## src/sv/opa_pkg.sv

```systemverilog
// Shared constants, codes and types for the object pool allocator.
package opa_pkg;

    // Default number of slots in the link memories
    localparam int DEFAULT_POOL_DEPTH = 32;

    // Slot count register value after reset (saturated to the pool depth)
    localparam int ITEM_COUNT_RESET = 32;

    localparam int CMD_W = 2;
    localparam int ST_W  = 2;

    // Command codes
    localparam logic [CMD_W-1:0] CMD_ALLOC    = 2'd0;
    localparam logic [CMD_W-1:0] CMD_FREE     = 2'd1;
    localparam logic [CMD_W-1:0] CMD_FREE_ALL = 2'd2;

    // Status codes
    localparam logic [ST_W-1:0] ST_OK    = 2'd0;
    localparam logic [ST_W-1:0] ST_EMPTY = 2'd1;
    localparam logic [ST_W-1:0] ST_RANGE = 2'd2;
    localparam logic [ST_W-1:0] ST_FREED = 2'd3;

    // Write enables from the sequencer to the link memories
    typedef struct packed {
        logic next_we;
        logic prev_we;
    } opa_wr_en_t;

endpackage

```

## src/sv/opa_link_mem.sv

```systemverilog
// Next-link and prev-link memories with one write port and one registered read port each.
module opa_link_mem #(
    parameter int POOL_DEPTH = opa_pkg::DEFAULT_POOL_DEPTH,
    localparam int IDX_W = $clog2(POOL_DEPTH),
    localparam int LNK_W = $clog2(POOL_DEPTH + 1)
) (
    input  logic                 clk,
    input  opa_pkg::opa_wr_en_t  wr_en,
    input  logic [IDX_W-1:0]     next_addr,
    input  logic [LNK_W-1:0]     next_wdata,
    input  logic [IDX_W-1:0]     prev_addr,
    input  logic [LNK_W:0]       prev_wdata,
    input  logic [IDX_W-1:0]     rd_addr,
    output logic [LNK_W-1:0]     rd_next,
    output logic [LNK_W:0]       rd_prev
);
    import opa_pkg::*;

    // Successor of each slot on its list
    logic [LNK_W-1:0] next_mem [POOL_DEPTH];
    // Taken flag above the predecessor of each slot
    logic [LNK_W:0]   prev_mem [POOL_DEPTH];

    logic [LNK_W-1:0] rd_next_reg;
    logic [LNK_W:0]   rd_prev_reg;

    // Write next links
    always_ff @(posedge clk)
    begin
        if (wr_en.next_we)
        begin
            next_mem[next_addr] <= next_wdata;
        end
    end

    // Write prev links and taken flags
    always_ff @(posedge clk)
    begin
        if (wr_en.prev_we)
        begin
            prev_mem[prev_addr] <= prev_wdata;
        end
    end

    // Register read data
    always_ff @(posedge clk)
    begin
        rd_next_reg <= next_mem[rd_addr];
        rd_prev_reg <= prev_mem[rd_addr];
    end

    assign rd_next = rd_next_reg;
    assign rd_prev = rd_prev_reg;

endmodule

```

## src/sv/opa_seq.sv

```systemverilog
// Command sequencer: list heads, free count, link updates and list rebuild sweep.
module opa_seq #(
    parameter int POOL_DEPTH = opa_pkg::DEFAULT_POOL_DEPTH,
    localparam int IDX_W = $clog2(POOL_DEPTH),
    localparam int LNK_W = $clog2(POOL_DEPTH + 1)
) (
    input  logic                        clk,
    input  logic                        rst_n,
    input  logic                        in_valid,
    output logic                        in_ready,
    input  logic [opa_pkg::CMD_W-1:0]   command,
    input  logic [IDX_W-1:0]            item_index,
    input  logic [LNK_W-1:0]            item_count,
    output logic [IDX_W-1:0]            rd_addr,
    input  logic [LNK_W-1:0]            rd_next,
    input  logic [LNK_W:0]              rd_prev,
    output opa_pkg::opa_wr_en_t         wr_en,
    output logic [IDX_W-1:0]            next_addr,
    output logic [LNK_W-1:0]            next_wdata,
    output logic [IDX_W-1:0]            prev_addr,
    output logic [LNK_W:0]              prev_wdata,
    output logic                        res_valid,
    input  logic                        res_ready,
    output logic [IDX_W-1:0]            res_slot,
    output logic [opa_pkg::ST_W-1:0]    res_status,
    output logic [LNK_W-1:0]            res_free
);
    import opa_pkg::*;

    localparam logic [LNK_W-1:0] NIL = LNK_W'(POOL_DEPTH);
    localparam int RESET_COUNT =
        (ITEM_COUNT_RESET > POOL_DEPTH) ? POOL_DEPTH : ITEM_COUNT_RESET;

    typedef enum logic [2:0] {
        S_IDLE,
        S_SWEEP,
        S_EXEC,
        S_LINK,
        S_HEAD,
        S_FINISH
    } state_t;

    state_t            state_reg, state_next;
    logic              op_alloc_reg, op_alloc_next;
    logic [IDX_W-1:0]  slot_reg, slot_next;
    logic [LNK_W-1:0]  link_p_reg, link_p_next;
    logic [LNK_W-1:0]  link_n_reg, link_n_next;
    logic [LNK_W-1:0]  link_h_reg, link_h_next;
    logic [LNK_W-1:0]  free_head_reg, free_head_next;
    logic [LNK_W-1:0]  taken_head_reg, taken_head_next;
    logic [LNK_W-1:0]  free_total_reg, free_total_next;
    logic [LNK_W-1:0]  active_reg, active_next;
    logic [LNK_W-1:0]  sweep_cnt_reg, sweep_cnt_next;
    logic              sweep_cmd_reg, sweep_cmd_next;
    logic [IDX_W-1:0]  res_slot_reg, res_slot_next;
    logic [ST_W-1:0]   res_status_reg, res_status_next;
    logic [LNK_W-1:0]  res_free_reg, res_free_next;

    logic              accept;
    logic [LNK_W-1:0]  item_sat;

    assign in_ready = (state_reg == S_IDLE);
    assign accept   = in_valid && in_ready;
    assign item_sat = (item_count > NIL) ? NIL : item_count;

    // Read the free head for allocate, the named slot otherwise
    assign rd_addr = (command == CMD_ALLOC) ? free_head_reg[IDX_W-1:0] : item_index;

    // Next state, link writes and result
    always_comb
    begin
        state_next      = state_reg;
        op_alloc_next   = op_alloc_reg;
        slot_next       = slot_reg;
        link_p_next     = link_p_reg;
        link_n_next     = link_n_reg;
        link_h_next     = link_h_reg;
        free_head_next  = free_head_reg;
        taken_head_next = taken_head_reg;
        free_total_next = free_total_reg;
        active_next     = active_reg;
        sweep_cnt_next  = sweep_cnt_reg;
        sweep_cmd_next  = sweep_cmd_reg;
        res_slot_next   = res_slot_reg;
        res_status_next = res_status_reg;
        res_free_next   = res_free_reg;
        wr_en           = '0;
        next_addr       = slot_reg;
        next_wdata      = free_head_reg;
        prev_addr       = slot_reg;
        prev_wdata      = {1'b0, NIL};

        case (state_reg)
            S_IDLE:
            begin
                if (accept)
                begin
                    res_slot_next   = '0;
                    res_status_next = ST_OK;
                    res_free_next   = free_total_reg;
                    op_alloc_next   = (command == CMD_ALLOC);
                    slot_next       = rd_addr;
                    case (command)
                        CMD_ALLOC:
                        begin
                            if (free_total_reg == '0)
                            begin
                                res_status_next = ST_EMPTY;
                                state_next      = S_FINISH;
                            end
                            else
                            begin
                                state_next = S_EXEC;
                            end
                        end
                        CMD_FREE:
                        begin
                            if (LNK_W'(item_index) >= active_reg)
                            begin
                                res_status_next = ST_RANGE;
                                state_next      = S_FINISH;
                            end
                            else
                            begin
                                state_next = S_EXEC;
                            end
                        end
                        CMD_FREE_ALL:
                        begin
                            active_next    = item_sat;
                            sweep_cnt_next = '0;
                            sweep_cmd_next = 1'b1;
                            state_next     = S_SWEEP;
                        end
                        default:
                        begin
                            state_next = S_FINISH;
                        end
                    endcase
                end
            end

            // Rebuild the free list one slot per cycle
            S_SWEEP:
            begin
                if (sweep_cnt_reg == active_reg)
                begin
                    free_head_next  = (active_reg == '0) ? NIL : active_reg - 1'b1;
                    taken_head_next = NIL;
                    free_total_next = active_reg;
                    res_free_next   = active_reg;
                    state_next      = sweep_cmd_reg ? S_FINISH : S_IDLE;
                end
                else
                begin
                    wr_en.next_we  = 1'b1;
                    wr_en.prev_we  = 1'b1;
                    next_addr      = sweep_cnt_reg[IDX_W-1:0];
                    prev_addr      = sweep_cnt_reg[IDX_W-1:0];
                    next_wdata     = (sweep_cnt_reg == '0) ? NIL : sweep_cnt_reg - 1'b1;
                    prev_wdata     = {1'b0, (sweep_cnt_reg == active_reg - 1'b1) ?
                                      NIL : sweep_cnt_reg + 1'b1};
                    sweep_cnt_next = sweep_cnt_reg + 1'b1;
                end
            end

            // Use read data, write the slot itself and commit heads, or report a double free
            S_EXEC:
            begin
                if (op_alloc_reg)
                begin
                    wr_en.next_we   = 1'b1;
                    wr_en.prev_we   = 1'b1;
                    next_wdata      = taken_head_reg;
                    prev_wdata      = {1'b1, NIL};
                    link_n_next     = rd_next;
                    link_h_next     = taken_head_reg;
                    free_head_next  = rd_next;
                    taken_head_next = LNK_W'(slot_reg);
                    free_total_next = free_total_reg - 1'b1;
                    res_slot_next   = slot_reg;
                    res_free_next   = free_total_reg - 1'b1;
                    state_next      = S_LINK;
                end
                else if (!rd_prev[LNK_W])
                begin
                    res_status_next = ST_FREED;
                    state_next      = S_FINISH;
                end
                else
                begin
                    wr_en.next_we   = 1'b1;
                    wr_en.prev_we   = 1'b1;
                    next_wdata      = free_head_reg;
                    prev_wdata      = {1'b0, NIL};
                    link_p_next     = rd_prev[LNK_W-1:0];
                    link_n_next     = rd_next;
                    link_h_next     = free_head_reg;
                    free_head_next  = LNK_W'(slot_reg);
                    if (rd_prev[LNK_W-1:0] == NIL)
                    begin
                        taken_head_next = rd_next;
                    end
                    free_total_next = free_total_reg + 1'b1;
                    res_free_next   = free_total_reg + 1'b1;
                    state_next      = S_LINK;
                end
            end

            // Patch the neighbors of the slot
            S_LINK:
            begin
                if (op_alloc_reg)
                begin
                    wr_en.prev_we = (link_n_reg != NIL);
                    prev_addr     = link_n_reg[IDX_W-1:0];
                    prev_wdata    = {1'b0, NIL};
                end
                else
                begin
                    wr_en.next_we = (link_p_reg != NIL);
                    next_addr     = link_p_reg[IDX_W-1:0];
                    next_wdata    = link_n_reg;
                    wr_en.prev_we = (link_n_reg != NIL);
                    prev_addr     = link_n_reg[IDX_W-1:0];
                    prev_wdata    = {1'b1, link_p_reg};
                end
                state_next = S_HEAD;
            end

            // Point the old head of the target list back at the slot
            S_HEAD:
            begin
                wr_en.prev_we = (link_h_reg != NIL);
                prev_addr     = link_h_reg[IDX_W-1:0];
                prev_wdata    = {op_alloc_reg, LNK_W'(slot_reg)};
                state_next    = S_FINISH;
            end

            // Hold the result until the output stage takes it
            S_FINISH:
            begin
                if (res_ready)
                begin
                    state_next = S_IDLE;
                end
            end

            default:
            begin
                state_next = S_IDLE;
            end
        endcase
    end

    // State and result registers
    always_ff @(posedge clk or negedge rst_n)
    begin
        if (!rst_n)
        begin
            state_reg      <= S_SWEEP;
            op_alloc_reg   <= 1'b0;
            slot_reg       <= '0;
            link_p_reg     <= NIL;
            link_n_reg     <= NIL;
            link_h_reg     <= NIL;
            free_head_reg  <= NIL;
            taken_head_reg <= NIL;
            free_total_reg <= '0;
            active_reg     <= LNK_W'(RESET_COUNT);
            sweep_cnt_reg  <= '0;
            sweep_cmd_reg  <= 1'b0;
            res_slot_reg   <= '0;
            res_status_reg <= ST_OK;
            res_free_reg   <= '0;
        end
        else
        begin
            state_reg      <= state_next;
            op_alloc_reg   <= op_alloc_next;
            slot_reg       <= slot_next;
            link_p_reg     <= link_p_next;
            link_n_reg     <= link_n_next;
            link_h_reg     <= link_h_next;
            free_head_reg  <= free_head_next;
            taken_head_reg <= taken_head_next;
            free_total_reg <= free_total_next;
            active_reg     <= active_next;
            sweep_cnt_reg  <= sweep_cnt_next;
            sweep_cmd_reg  <= sweep_cmd_next;
            res_slot_reg   <= res_slot_next;
            res_status_reg <= res_status_next;
            res_free_reg   <= res_free_next;
        end
    end

    assign res_valid  = (state_reg == S_FINISH);
    assign res_slot   = res_slot_reg;
    assign res_status = res_status_reg;
    assign res_free   = res_free_reg;

endmodule

```

## src/sv/object_pool_allocator.sv

```systemverilog
// Object pool allocator top level: slot count register, sequencer, link memories, output stage.
// Allocate and successful free: states exec, link, head and finish, then the output register; no new
// command is taken until idle again, paced by the single prev-link write port, three writes per command.
// Rejected or unknown commands go straight to finish (a double free through exec first), then the output register.
// Free-all: the sweep writes both link memories once per slot, for the latched slot count, then finishes.
// Reset: a rebuild pass over min(32, POOL_DEPTH) slots holds in_ready low; config writes are taken.
module object_pool_allocator #(
    parameter int POOL_DEPTH = opa_pkg::DEFAULT_POOL_DEPTH,
    localparam int IDX_W = $clog2(POOL_DEPTH),
    localparam int LNK_W = $clog2(POOL_DEPTH + 1)
) (
    input  logic                        clk,
    input  logic                        rst_n,
    input  logic                        cfg_wr_en,
    input  logic [LNK_W-1:0]            item_count,
    input  logic                        in_valid,
    output logic                        in_ready,
    input  logic [opa_pkg::CMD_W-1:0]   command,
    input  logic [IDX_W-1:0]            item_index,
    output logic                        out_valid,
    input  logic                        out_ready,
    output logic [IDX_W-1:0]            slot_index,
    output logic [opa_pkg::ST_W-1:0]    status,
    output logic [LNK_W-1:0]            free_slots
);
    import opa_pkg::*;

    localparam int RESET_COUNT =
        (ITEM_COUNT_RESET > POOL_DEPTH) ? POOL_DEPTH : ITEM_COUNT_RESET;

    logic [LNK_W-1:0]  item_count_reg;
    logic              out_valid_reg;
    logic [IDX_W-1:0]  slot_index_reg;
    logic [ST_W-1:0]   status_reg;
    logic [LNK_W-1:0]  free_slots_reg;

    logic [IDX_W-1:0]  rd_addr;
    logic [LNK_W-1:0]  rd_next;
    logic [LNK_W:0]    rd_prev;
    opa_wr_en_t        wr_en;
    logic [IDX_W-1:0]  next_addr;
    logic [LNK_W-1:0]  next_wdata;
    logic [IDX_W-1:0]  prev_addr;
    logic [LNK_W:0]    prev_wdata;
    logic              res_valid;
    logic              res_ready;
    logic [IDX_W-1:0]  res_slot;
    logic [ST_W-1:0]   res_status;
    logic [LNK_W-1:0]  res_free;

    // Capture slot count writes
    always_ff @(posedge clk or negedge rst_n)
    begin
        if (!rst_n)
        begin
            item_count_reg <= LNK_W'(RESET_COUNT);
        end
        else if (cfg_wr_en)
        begin
            item_count_reg <= item_count;
        end
    end

    opa_seq #(
        .POOL_DEPTH (POOL_DEPTH)
    ) u_seq (
        .clk        (clk),
        .rst_n      (rst_n),
        .in_valid   (in_valid),
        .in_ready   (in_ready),
        .command    (command),
        .item_index (item_index),
        .item_count (item_count_reg),
        .rd_addr    (rd_addr),
        .rd_next    (rd_next),
        .rd_prev    (rd_prev),
        .wr_en      (wr_en),
        .next_addr  (next_addr),
        .next_wdata (next_wdata),
        .prev_addr  (prev_addr),
        .prev_wdata (prev_wdata),
        .res_valid  (res_valid),
        .res_ready  (res_ready),
        .res_slot   (res_slot),
        .res_status (res_status),
        .res_free   (res_free)
    );

    opa_link_mem #(
        .POOL_DEPTH (POOL_DEPTH)
    ) u_link_mem (
        .clk        (clk),
        .wr_en      (wr_en),
        .next_addr  (next_addr),
        .next_wdata (next_wdata),
        .prev_addr  (prev_addr),
        .prev_wdata (prev_wdata),
        .rd_addr    (rd_addr),
        .rd_next    (rd_next),
        .rd_prev    (rd_prev)
    );

    // Output stage: take a new result when empty or being drained
    assign res_ready = !out_valid_reg || out_ready;

    always_ff @(posedge clk or negedge rst_n)
    begin
        if (!rst_n)
        begin
            out_valid_reg  <= 1'b0;
            slot_index_reg <= '0;
            status_reg     <= ST_OK;
            free_slots_reg <= '0;
        end
        else
        begin
            if (res_valid && res_ready)
            begin
                out_valid_reg  <= 1'b1;
                slot_index_reg <= res_slot;
                status_reg     <= res_status;
                free_slots_reg <= res_free;
            end
            else if (out_ready)
            begin
                out_valid_reg <= 1'b0;
            end
        end
    end

    assign out_valid  = out_valid_reg;
    assign slot_index = slot_index_reg;
    assign status     = status_reg;
    assign free_slots = free_slots_reg;

`ifndef SYNTH
    // An accepted command drops in_ready in the cycle after the transfer
    a_busy_after_transfer: assert property (@(posedge clk) disable iff (!rst_n)
        (in_valid && in_ready) |=> !in_ready)
        else $error("input taken while previous command still in flight");

    // Free count never exceeds the pool
    a_free_bound: assert property (@(posedge clk) disable iff (!rst_n)
        out_valid |-> (free_slots <= LNK_W'(POOL_DEPTH)))
        else $error("free count above pool depth");

    // Only a successful allocate reports a slot
    a_slot_zero_on_error: assert property (@(posedge clk) disable iff (!rst_n)
        (out_valid && status != ST_OK) |-> (slot_index == '0))
        else $error("slot index set on a rejected command");

    // Empty pool means no free slots
    a_empty_means_zero: assert property (@(posedge clk) disable iff (!rst_n)
        (out_valid && status == ST_EMPTY) |-> (free_slots == '0))
        else $error("pool empty reported with free slots left");
`endif

endmodule

```

## config.mk

```make
export PLATFORM = sky130hd
export DESIGN_NAME = object_pool_allocator
export DESIGN_NICKNAME = d
export VERILOG_FILES = /design/src/sv/opa_pkg.sv /design/src/sv/opa_link_mem.sv /design/src/sv/opa_seq.sv /design/src/sv/object_pool_allocator.sv
export SDC_FILE = /design/constraint.sdc
export NUM_CORES = 1
export LEC_CHECK = 0
export ABC_AREA = 0
export BUFFER_PORTS_ARGS = -buffer_cell sky130_fd_sc_hd__buf_2
export CAP_MARGIN = 15
export CORE_MARGIN = 3
export CORE_UTILIZATION = 40
export CTS_CLUSTER_SIZE = 28
export DETAILED_ROUTE_END_ITERATION = 12
export SLEW_MARGIN = 20
export SYNTH_ARGS = -nofsm -noshare
export SYNTH_HDL_FRONTEND = slang
export SYNTH_SLANG_ARGS = --single-unit
```

## constraint.sdc

```tcl
create_clock -name clk -period 10.6 [get_ports clk]
set_input_delay 2.12 -clock clk [delete_from_list [all_inputs] [get_ports clk]]
set_output_delay 2.12 -clock clk [all_outputs]
set_load 0.1 [all_outputs]
```

==> impl_results.md, run 1 <==
- Initial antenna violation count: 0
- Internal power: just under 5 mW
- FFs w/ async S/R, synth: between 15 and 20%
- Flop2flop setup slack: 5.77 ns
- Placer Congestion: just under 0.9
- Drt first pass iters: 4
- Core Region: ~55,000 sq um
- Clk pin slew, worst setup/hold paths: around 0.060 ns
- Total number of vias: 12,600
- Clock share of power: between 20% and 30%
- Post-synthesis cell type count: slightly above 80
- Cts-stage hold buffer count: 0
- Setup TNS: 0 ns
- Final ANT Viol Nets: 0
- Routed length on met1: around 23,000 um
- Most common cell in the netlist: edfxtp_1
- Most used DFF post-synth: edfxtp_1
- Top Metal Used: met4
- Clock latency at the later pin of the worst-skew pair: between 0.5 and 0.6 ns
- Layout cells sized above 1: 22.9%
- Clock Skew: around 0.018 ns
- Yosys reg bits: between 500 and 600
- Largest net degree at the start of global routing: 58
- Maximum VDD drop: between 0.2 and 0.25 mV
- HP Class: register to register
- Leak: between 8 and 9 nW
- Worst slew pin tran: about 1.1 ns
- Diodes inserted: 0
- Hold EP: u_seq.link_p_reg[4]
- CTS H-tree lvls: 2
- Worst setup EP type: register
- Worst reg2reg path endpoint: u_link_mem.prev_mem[22][2]
- Die Height: between 200 and 250 um
- Vias in the first global route: between 10,000 and 15,000
- Post-Layout Cell Count: between 2,000 and 2,500
- Tmin final: between 4 and 5 ns
- Clock buffer depth: 3
- WL/cell: 24.2 um
- Nets: 1,448
- Die X: about 240 um
- Global-route wire length before repair: 81,900 um
- Die area: around 59,000 sq um
- Crit path arrival time: 5.29 ns
- Final WS setup: roughly 5.8 ns
- WP data required: 11.05 ns
- IO Port Bufs: 32
- Post-synth EDFFs: between 400 and 500
- Worst reg2reg startpoint: u_seq.state_reg[1]
- Final Hold Viols: 0
- Crit Path Max Fanout: 57
- Met3 WL: roughly 3300 um
- Fin crit share: 45.7%
- RSZ-0062 raised after global routing: false
- Top post-synthesis cells by area: edfxtp_1 (56%), mux4_2 (10%), dfrtp_1 (9.3%)
- Io pins: 33
- HP Start: u_link_mem.rd_prev[4]
- DR DRC count: 0
- Total track usage: 18.2%
- Sequential power share: 43.4%
- Placed cell count: 2,110
- Post-CTS sizing: 0
- Post-synth top area share: between 50% and 60%
- Yosys warning total: 0
- Sw Share: a little under two fifths
- Post-synth top cells: edfxtp_1 (416), mux4_2 (104), nor2_1 (89)
- Met2 WL post-DR: roughly 25,000 um
- Syn Inst Count: between 1,000 and 1,500
- Seq/Total Area, Yosys: 67.2%
- Final slew viol count: 0
- Syn-to-layout area delta: 12.0%
- Initial Utilization: 40.5%
- CTS tree: done
- Worst R2R Path Depth: 7
- Fillers: between 4,000 and 5,000
- Multi-input gate area in the final layout: roughly 7000 sq um
- Max Freq: between 200 and 250 MHz
- Slew Limit Headroom: between 20% and 30%
- Finished Core Util: between 40% and 50%
- Synth Net Count: ~1,400
- DR iter-0 viols: 1,062
- Post-DR vias/cell: approximately 5.7
- Mean Syn Cell Area: around 16 sq um
- Status: complete, no violations
- Critical Path Source Type: primary input
- CTS sink count: 520
- TritonCTS Buffers: 51
- Cell taking the most area after synthesis: edfxtp_1
- Critical setup path kind: primary input to register
- Worst hold stages: 1
- Total gr overflow: 0
- Max reg flops: ~220
- Postcts setup bufs: 0
- Pre-CTS WS: between 5 and 6 ns
- Root Buffer: clkbuf_16
- HPWL after DPL: roughly 34,000 um
- Switching power total: about 2.8 mW
- Mapped cell area: ~22,000 sq um
- Power share of the combinational group: roughly 34%
- Storage cell area: 15,000 sq um
- Setup-violating endpoint count in the final report: 0
- Power Density: a little over 300 nW/um^2
- Max cap viols: 0
- Row cnt: 86
- Final WL: between 50,000 and 60,000 um
-- worst max-delay path by stage --
stage	from	slack, ns	endpoint
3_3_place_gp	command[1]	5.05	u_link_mem.rd_prev[5]
3_5_place_dp	command[1]	5.06	u_link_mem.rd_prev[5]
4_1_cts	command[1]	5.69	u_link_mem.rd_prev[5]
2_1_floorplan	u_seq.state_reg[1]	5.45	in_ready
6_report	command[1]	5.76	u_link_mem.rd_prev[5]
5_1_grt	u_seq.state_reg[1]	5.55	u_link_mem.prev_mem[30][2]
-- critical path: stages --
cell	delay (ns)
buf_2	0.13
nor2_4	0.29
mux2_4	0.78
buf_4	0.82
mux4_2	0.60
mux2i_1	0.34
a221oi_1	0.13
-- area by class of cell --
type,instances,area share [%]
inverter,19,0.285
clock buffer,70,5.59
timing repair buffer,70,1.82
clock inverter,22,0.784
multi-input combinational,754,27.7
tap,748,3.74
sequential,520,60.1
-- routing by layer --
layer | vias to the layer above | GRT usage, %
met4 | 0 | 5.39
li1 | 5548 | -
met3 | 76 | 3.09
met5 | - | 0
met1 | 6540 | 25.9
met2 | 450 | 29.0
-- placed cells by master (no fill, tap or decap), types with 11 or more instances in the layout --
cell type,instances
a21oi_1,41
a221oi_1,23
a22oi_1,12
buf_2,31
buf_4,38
clkbuf_1,15
clkbuf_16,52
dfrtp_1,82
dfxtp_1,13
edfxtp_1,416
ha_1,13
inv_1,19
mux2_1,22
mux2_2,40
mux2i_1,44
mux4_2,104
nand2_1,79
nand2b_1,15
nand3_1,11
nand4_1,12
nor2_1,89
nor3_1,30
o21ai_0,31
o22ai_1,14
xnor2_1,18
-- cells by family after synthesis --
group | Yosys count | synth area share, %
buffers and inverters | 106 | 2.27
AND/OR/NAND/NOR | 287 | 6.24
XOR/XNOR | 24 | 1.04
multiplexers | 213 | 15.7
adder cells (fa/ha/maj) | 14 | 0.817
AO/OA/AOI/OAI | 216 | 6.67
flip-flops | 520 | 67.2
-- through the flow --
stage	area (sq um)	hold slack [ns]	total power, mW
detailed placement	23400	0.446	5.88
finish	25000	0.457	7.59
CTS	25000	0.460	7.63
global placement	23400	0.458	5.80
floorplan	22400	0.423	4.97
global route	25000	0.481	7.97
-- power groups by stage --
stage	clock network [mW]	registers [mW]	logic, mW
6_report	1.74	3.29	2.55
5_1_grt	1.86	3.32	2.78
4_1_cts	1.78	3.29	2.55
3_5_place_dp	0	3.33	2.55
3_3_place_gp	0	3.32	2.48
2_1_floorplan	0	3.33	1.64
(Power assumes the default switching activity.)
==> inputs of run 2 (changes only) <==
--- a/config.mk
+++ b/config.mk
@@ -5,7 +5,7 @@
 export SDC_FILE = /design/constraint.sdc
 export NUM_CORES = 1
 export LEC_CHECK = 0
-export ABC_AREA = 0
+export ABC_AREA = 1
 export BUFFER_PORTS_ARGS = -buffer_cell sky130_fd_sc_hd__buf_2
 export CAP_MARGIN = 15
 export CORE_MARGIN = 3
==> constraint.sdc (replaced) <==
create_clock -name clk -period 4.5 [get_ports clk]
set_input_delay 0.9 -clock clk [delete_from_list [all_inputs] [get_ports clk]]
set_output_delay 0.9 -clock clk [all_outputs]
set_load 0.1 [all_outputs]
==> run 2 against run 1 <==
  * Clock skew up 0.0077 ns
  * Largest power group unchanged
  * First-iteration DRC count up 37%
  * Sequential cell count is the same
  * Die area is 3.6% higher
  * Routed wire length rose by 14%
==> impl_results.md, run 2 <==
- Critical setup path kind: register to register
- Fin crit share: between 70% and 80%
- Initial antenna violation count: 0 (unchanged)
- Post-synthesis cell type count: 47 (-43%)
- HP Class: primary input to async pin
- Crit path arrival time: 3.45 ns (-1.84 ns)
- Post-synthesis compound-gate area fraction: 7.89% (+1.2 points)
- Clock Skew: 0.0258 ns (+0.00773 ns)
- WP data required: 4.73 ns (-6.32 ns)
- Worst reg2reg startpoint: u_seq.state_reg[0]
- CTS H-tree lvls: 2 (unchanged)
- RSZ-0062 raised after global routing: false
- Setup TNS: 0 ns (unchanged)
- Vias in the first global route: 16,100 (+26%)
- Worst R2R Path Depth: 8 (+1)
- Worst reg2reg path endpoint: u_link_mem.prev_mem[18][2]
- Clock latency at the later pin of the worst-skew pair: 0.61 ns (+0.02 ns)
- Cell taking the most area after synthesis: edfxtp_1
- Yosys warning total: 0 (unchanged)
- Worst slew pin tran: 1.37 ns (+0.291 ns)
- Worst-path cell chain: nor2_1 -> nand2_1 -> inv_2 -> nor2_2 -> nand2_1 -> nand4_2 -> nand3_1 -> nor2_1
- Synth Net Count: 2,351 (+67%)
- Crit Path Max Fanout: 13 (-77%)
- DR iter-0 viols: 1,457 (+37%)
- Seq/Total Area, Yosys: 64.8% (-2.4 points)
- Fillers: 5,325 (+13%)
- Simple-gate share of the synthesized area: 21.7% (+15 points)
- WL/cell: 19.4 um (-20%)
- Io pins: 33 (unchanged)
- Clock buffer depth: 3 (unchanged)
- Yosys reg bits: 520 (unchanged)
- Largest family of logic cells by synthesized area: simple AND/OR/NAND/NOR gates
- Worst setup EP type: register
- Synth Area in XOR/XNOR: 0.415% (-0.63 points)
- Multi-input gate area in the final layout: 7220 sq um (+3.9%)
- Final slew viol count: 0 (unchanged)
- Setup-violating endpoint count in the final report: 0 (unchanged)
- Layout cells sized above 1: 10.0% (-13 points)
- Final ANT Viol Nets: 0 (unchanged)
- Tmin final: 3.22 ns
- Post-synth top cells: nand2_1 (841), edfxtp_1 (416), nor2_1 (189)
- Total number of vias: 16,700 (+33%)
- Power Density: 712 nW/um^2 (+140%)
- Placer Congestion: 0.902 (+4.1%)
- Top post-synthesis cells by area: edfxtp_1 (54%), nand2_1 (14%), dfrtp_1 (9.0%)
- Post-synth top area share: 53.9% (-2.0 points)
- Post-Layout Cell Count: 3,137 (+42%)
- Total track usage: 20.0% (+1.7 points)
- CTS tree: done
- Global-route wire length before repair: 94,300 um (+15%)
- Pre-CTS WS: 0.892 ns (-4.16 ns)
- Maximum VDD drop: 0.550 mV (+160%)
- FFs w/ async S/R, synth: 17.5% (unchanged)
- Syn-to-layout area delta: 11.6%
- Drt first pass iters: 5 (+1)
- Most frequent cells in the layout: nand2_1 (840), edfxtp_1 (416), nor2_1 (189)
- Slew Limit Headroom: 8.89% (-19 points)
- Die area: 60,900 sq um (+3.6%)
- Die Height: 247 um (+1.8%)
- Nets: 2,368 (+64%)
- Storage cell area: 15,000 sq um (about the same)
- Total gr overflow: 0 (unchanged)
- IO Port Bufs: 32 (unchanged)
- HPWL after DPL: 38,400 um (+13%)
- CTS sink count: 520 (unchanged)
- Final Hold Viols: 0 (unchanged)
- Mean Syn Cell Area: 10.0 sq um (-38%)
- Postcts setup bufs: 0 (unchanged)
- Status: complete, no violations
- CP max-delay cell: nor2_1
- DR DRC count: 0 (unchanged)
- Leak: 10.2 nW (+20%)
- Adder-cell area share of the yosys netlist: 0.788% (-0.029 points)
- Placed cell count: 3,036 (+44%)
- Final hold slack: 0.384 ns (-0.0731 ns)
- Critical Path Source Type: register
- Final WL: 60,900 um (+14%)
- Largest net degree at the start of global routing: 210 (+260%)
- Diodes inserted: 0 (unchanged)
- Max Freq: 311 MHz
- Post-DR vias/cell: 5.33 (-6.9%)
- Final WS setup: 1.28 ns (-4.48 ns)
- Max reg flops: 224 (unchanged)
- Core Region: 56,800 sq um (+2.9%)
- Row cnt: 87 (+1.2%)
- Most used DFF post-synth: edfxtp_1
- Most common cell in the netlist: nand2_1
- Mapped cell area: 23,200 sq um (+3.7%)
- Max cap viols: 0 (unchanged)
- Post-synth EDFFs: 416 (unchanged)
- Clk pin slew, worst setup/hold paths: 0.06 ns (about the same)
- Root Buffer: clkbuf_16
- Syn Inst Count: 2,319 (+68%)
- Flop2flop setup slack: 1.28 ns (-4.49 ns)
- Mux share of post-synthesis cell area: 0.0486% (-16 points)
- Initial Utilization: 40.8% (+0.29 points)
- TritonCTS Buffers: 54 (+5.9%)
- Post-CTS sizing: 0 (unchanged)
- Die X: 247 um (+1.8%)
- Cts-stage hold buffer count: 0 (unchanged)
- Leading cell type in the layout, fill and taps excluded: nand2_1
- Critical Path Max Stage Delay: 0.69 ns (-0.13 ns)
-- run 2: cell count changes after synthesis, sizes merged, moves of 29 or more --
cell    before  now
inv         19  126
nand2       79  853
nand3       11  153
mux2        64    1
mux4       104    0
nor3        36    7
nor2        92  201
mux2i       45    0
o211ai       6   69
o21ai       43  167
-- run 2: final cells by class --
| type | instances | area share, % |
|---|---|---|
| clock buffers | 75 | 6.00 |
| repair buffers | 64 | 1.61 |
| flip-flops and latches | 520 | 58.1 |
| well taps | 756 | 3.66 |
| inverters | 129 | 1.92 |
| multi-input cells | 1567 | 27.9 |
| clock inverters | 26 | 0.793 |
-- run 2: kinds of logic after synthesis --
group	after synthesis
fa+ha+maj	14
buf+inv	232
compound gates	311
simple gates	1230
xor+xnor	11
mux	1
flops	520
-- run 2: through the flow --
step | util (%) | power [mW] | area [sq um]
6_report | 45.5 | 18.4 | 25900
5_1_grt | 45.5 | 19.4 | 25900
4_1_cts | 45.5 | 18.5 | 25900
3_5_place_dp | 42.4 | 14.1 | 24100
3_3_place_gp | 42.4 | 14.0 | 24100
2_1_floorplan | - | 11.7 | 23200
-- run 2: worst max path at each step --
stage,depth (start not counted),endpoint,from,slack (ns)
4_1_cts,12,u_link_mem.prev_mem[17][6],u_seq.active_reg[0],1.28
2_1_floorplan,8,u_link_mem.next_mem[0][1],u_seq.active_reg[5],1.83
6_report,8,u_link_mem.prev_mem[18][2],u_seq.state_reg[0],1.28
3_5_place_dp,11,u_link_mem.rd_next[4],command[0],0.89
5_1_grt,10,u_link_mem.prev_mem[16][1],u_seq.active_reg[0],1.08
3_3_place_gp,11,u_link_mem.rd_next[4],command[0],0.97
-- run 2: where the power goes --
part | leakage [nW] | internal, mW | switching, mW
logic | 4.25 | 1.44 | 5.12
registers | 5.06 | 7.05 | 0.434
clock network | 0.879 | 2.53 | 1.86
total | 10.2 | 11.0 | 7.42
-- run 2: routing by layer --
metal / track usage, % / routed length, um
met1: 28.3 / 27500
met2: 32.2 / 28500
met3: 2.88 / 3490
met4: 5.35 / 1350
met5: 0 / 0
-- run 2: worst max-delay path: cells and delay by family, from the launching register on --
kind	cells	cell delay, ns
buffers and inverters	1	0.19
AND/OR/NAND/NOR	7	2.02
flip-flops	1	0.62
==> inputs of run 3 (changes only) <==
==> constraint.sdc (replaced) <==
create_clock -name clk -period 3.06 [get_ports clk]
set_input_delay 0.612 -clock clk [delete_from_list [all_inputs] [get_ports clk]]
set_output_delay 0.612 -clock clk [all_outputs]
set_load 0.1 [all_outputs]
==> run 3 against run 2 <==
  * Design area increased by 3.4%
  * Core utilization up 1.5 points
  * Combinational power is 54% higher
  * Routed wire length increased by 0.39%
  * Maximum frequency up 15%
  * Register-to-register slack got worse by 1.0 ns
==> impl_results.md, run 3 (synthesis results as in run 2) <==
- Cts-stage hold buffer count: 0 (unchanged)
- Initial Utilization: 40.8% (unchanged)
- Final ANT Viol Nets: 0 (unchanged)
- Worst slew pin tran: 0.867 ns (-0.499 ns)
- Tmin final: 2.80 ns (-0.414 ns)
- WP data required: 3.37 ns (-1.36 ns)
- Post-Layout Cell Count: 3,220 (+2.6%)
- Vias in the first global route: 16,800 (+4.2%)
- Total gr overflow: 0 (unchanged)
- DR iter-0 viols: 1,597 (+9.6%)
- Setup TNS: 0 ns (unchanged)
- CTS sink count: 520 (unchanged)
- Die X: 247 um (unchanged)
- Io pins: 33 (unchanged)
- Most Frequent Cell on Critical Path: nand2_2
- Crit Path Max Fanout: 15 (+2)
- Fin crit share: 91.6% (+20 points)
- Placed cell count: 3,117 (+2.7%)
- Clock latency at the later pin of the worst-skew pair: 0.62 ns (about the same)
- Postcts setup bufs: 0 (unchanged)
- Final slew viol count: 0 (unchanged)
- Area after DPL: 24,900 sq um (+3.1%)
- Leading cell type in the layout, fill and taps excluded: nand2_1
- Layout cells sized above 1: 13.4% (+3.4 points)
- Final WS setup: 0.256 ns (-1.03 ns)
- Max cap viols: 0 (unchanged)
- Core Region: 56,800 sq um (unchanged)
- Setup-violating endpoint count in the final report: 0 (unchanged)
- Max reg flops: 224 (unchanged)
- Drt first pass iters: 6 (+1)
- Final WL: 61,100 um (+0.39%)
- Clock buffer depth: 3 (unchanged)
- Die Height: 247 um (unchanged)
- Die area: 60,900 sq um (unchanged)
- Total power: 28.0 mW (+52%)
- Total track usage: 20.1% (+0.16 points)
- Post-DR vias/cell: 5.28 (-0.92%)
- Worst-path cell chain: nor2_2 -> nand2_2 -> inv_2 -> nand4_1 -> nand3_1 -> nand2_2 -> inv_1 -> nand3_2 -> nor2_1 -> buf_4
- Final instance area: 26,700 sq um (+3.4%)
- Critical Path Source Type: register
- Crit path arrival time: 3.12 ns (-0.33 ns)
- Worst setup EP type: register
- Total number of vias: 17,000 (+1.7%)
- Diodes inserted: 0 (unchanged)
- Global-route wire length before repair: 95,600 um (+1.4%)
- Placer Congestion: 0.926 (+2.7%)
- CP max-delay cell: dfrtp_1
- Root Buffer: clkbuf_16
- Largest net degree at the start of global routing: 88 (-58%)
- Post-CTS sizing: 0 (unchanged)
- Critical Path Max Stage Delay: 0.43 ns (-0.26 ns)
- Syn-to-layout area delta: 15.3%
- RSZ-0062 raised after global routing: false
- Clock Skew: 0.0382 ns (+0.0124 ns)
- HP Class: primary input to async pin
- Row cnt: 87 (unchanged)
- CTS tree: done
- Clk pin slew, worst setup/hold paths: 0.07 ns (about the same)
- Nets: 2,450 (+3.5%)
- Initial antenna violation count: 1 (+1)
- Critical setup path kind: register to register
- Status: complete, no violations
- IO Port Bufs: 32 (unchanged)
- WL/cell: 19.0 um (-2.2%)
- DR DRC count: 0 (unchanged)
- Max Freq: 357 MHz (+15%)
- Pre-CTS WS: 0.350 ns (-0.543 ns)
- Leak: 10.7 nW (+5.1%)
- CTS H-tree lvls: 2 (unchanged)
- Final Hold Viols: 0 (unchanged)
- Slew Limit Headroom: 42.0% (+33 points)
- Maximum VDD drop: 0.775 mV (+41%)
- Power Density: 1050 nW/um^2 (+47%)
- Most frequent cells in the layout: nand2_1 (840), edfxtp_1 (416), nor2_1 (189)
- HPWL after DPL: 39,100 um (+1.8%)
- TritonCTS Buffers: 55 (+1.9%)
run 3: critical path: cells and delay by family, from the launching register on:
family,cells,cell delay [ns]
buffers and inverters,3,0.64
flip-flops,1,0.43
AND/OR/NAND/NOR,7,1.41
run 3: layout make-up:
cell class                      instances  area [sq um]
Fill cell                            5287         30100
Sequential cell                       520         15000
Inverter                              129           493
Clock buffer                           63          1480
Tap cell                              756           946
Multi-Input combinational cell       1567          7220
Clock inverter                         40           399
Timing Repair Buffer                  145          1170
run 3: metal layers:
metal  up-vias  track usage, %  share of wire, %
met4         0            7.03               3.4
met2       563            32.4                46
li1       8065               -                 -
met5         -               0                 0
met1      8249            27.8                44
met3       130            3.12               6.0
run 3: final timing paths:
check	from	to	slack, ns	cells after the start
min	rst_n	u_seq.link_p_reg[2]	0.06	1
min in group clk	item_count[2]	item_count_reg[2]	0.22	3
max reg2reg	u_seq.state_reg[1]	u_link_mem.next_mem[23][0]	0.26	10
min reg2reg	u_link_mem.rd_prev[5]	u_seq.link_p_reg[5]	0.45	2
max	u_seq.state_reg[1]	u_link_mem.next_mem[23][0]	0.26	10
max in group asynchronous	rst_n	u_seq.link_h_reg[5]	2.26	2
run 3: per-stage QoR:
step / utilization (%) / hold slack [ns]
floorplan: - / 0.316
global placement: 43.8 / 0.457
detailed placement: 43.8 / 0.467
CTS: 47.1 / 0.0538
global route: 47.1 / 0.0963
finish: 47.1 / 0.0617
run 3: power breakdown:
part / switching [mW] / total, mW / internal (mW)
combinational: 7.62 / 10.1 / 2.52
sequential: 0.650 / 11.0 / 10.3
clock: 2.85 / 6.84 / 4.00
total: 11.1 / 28.0 / 16.9
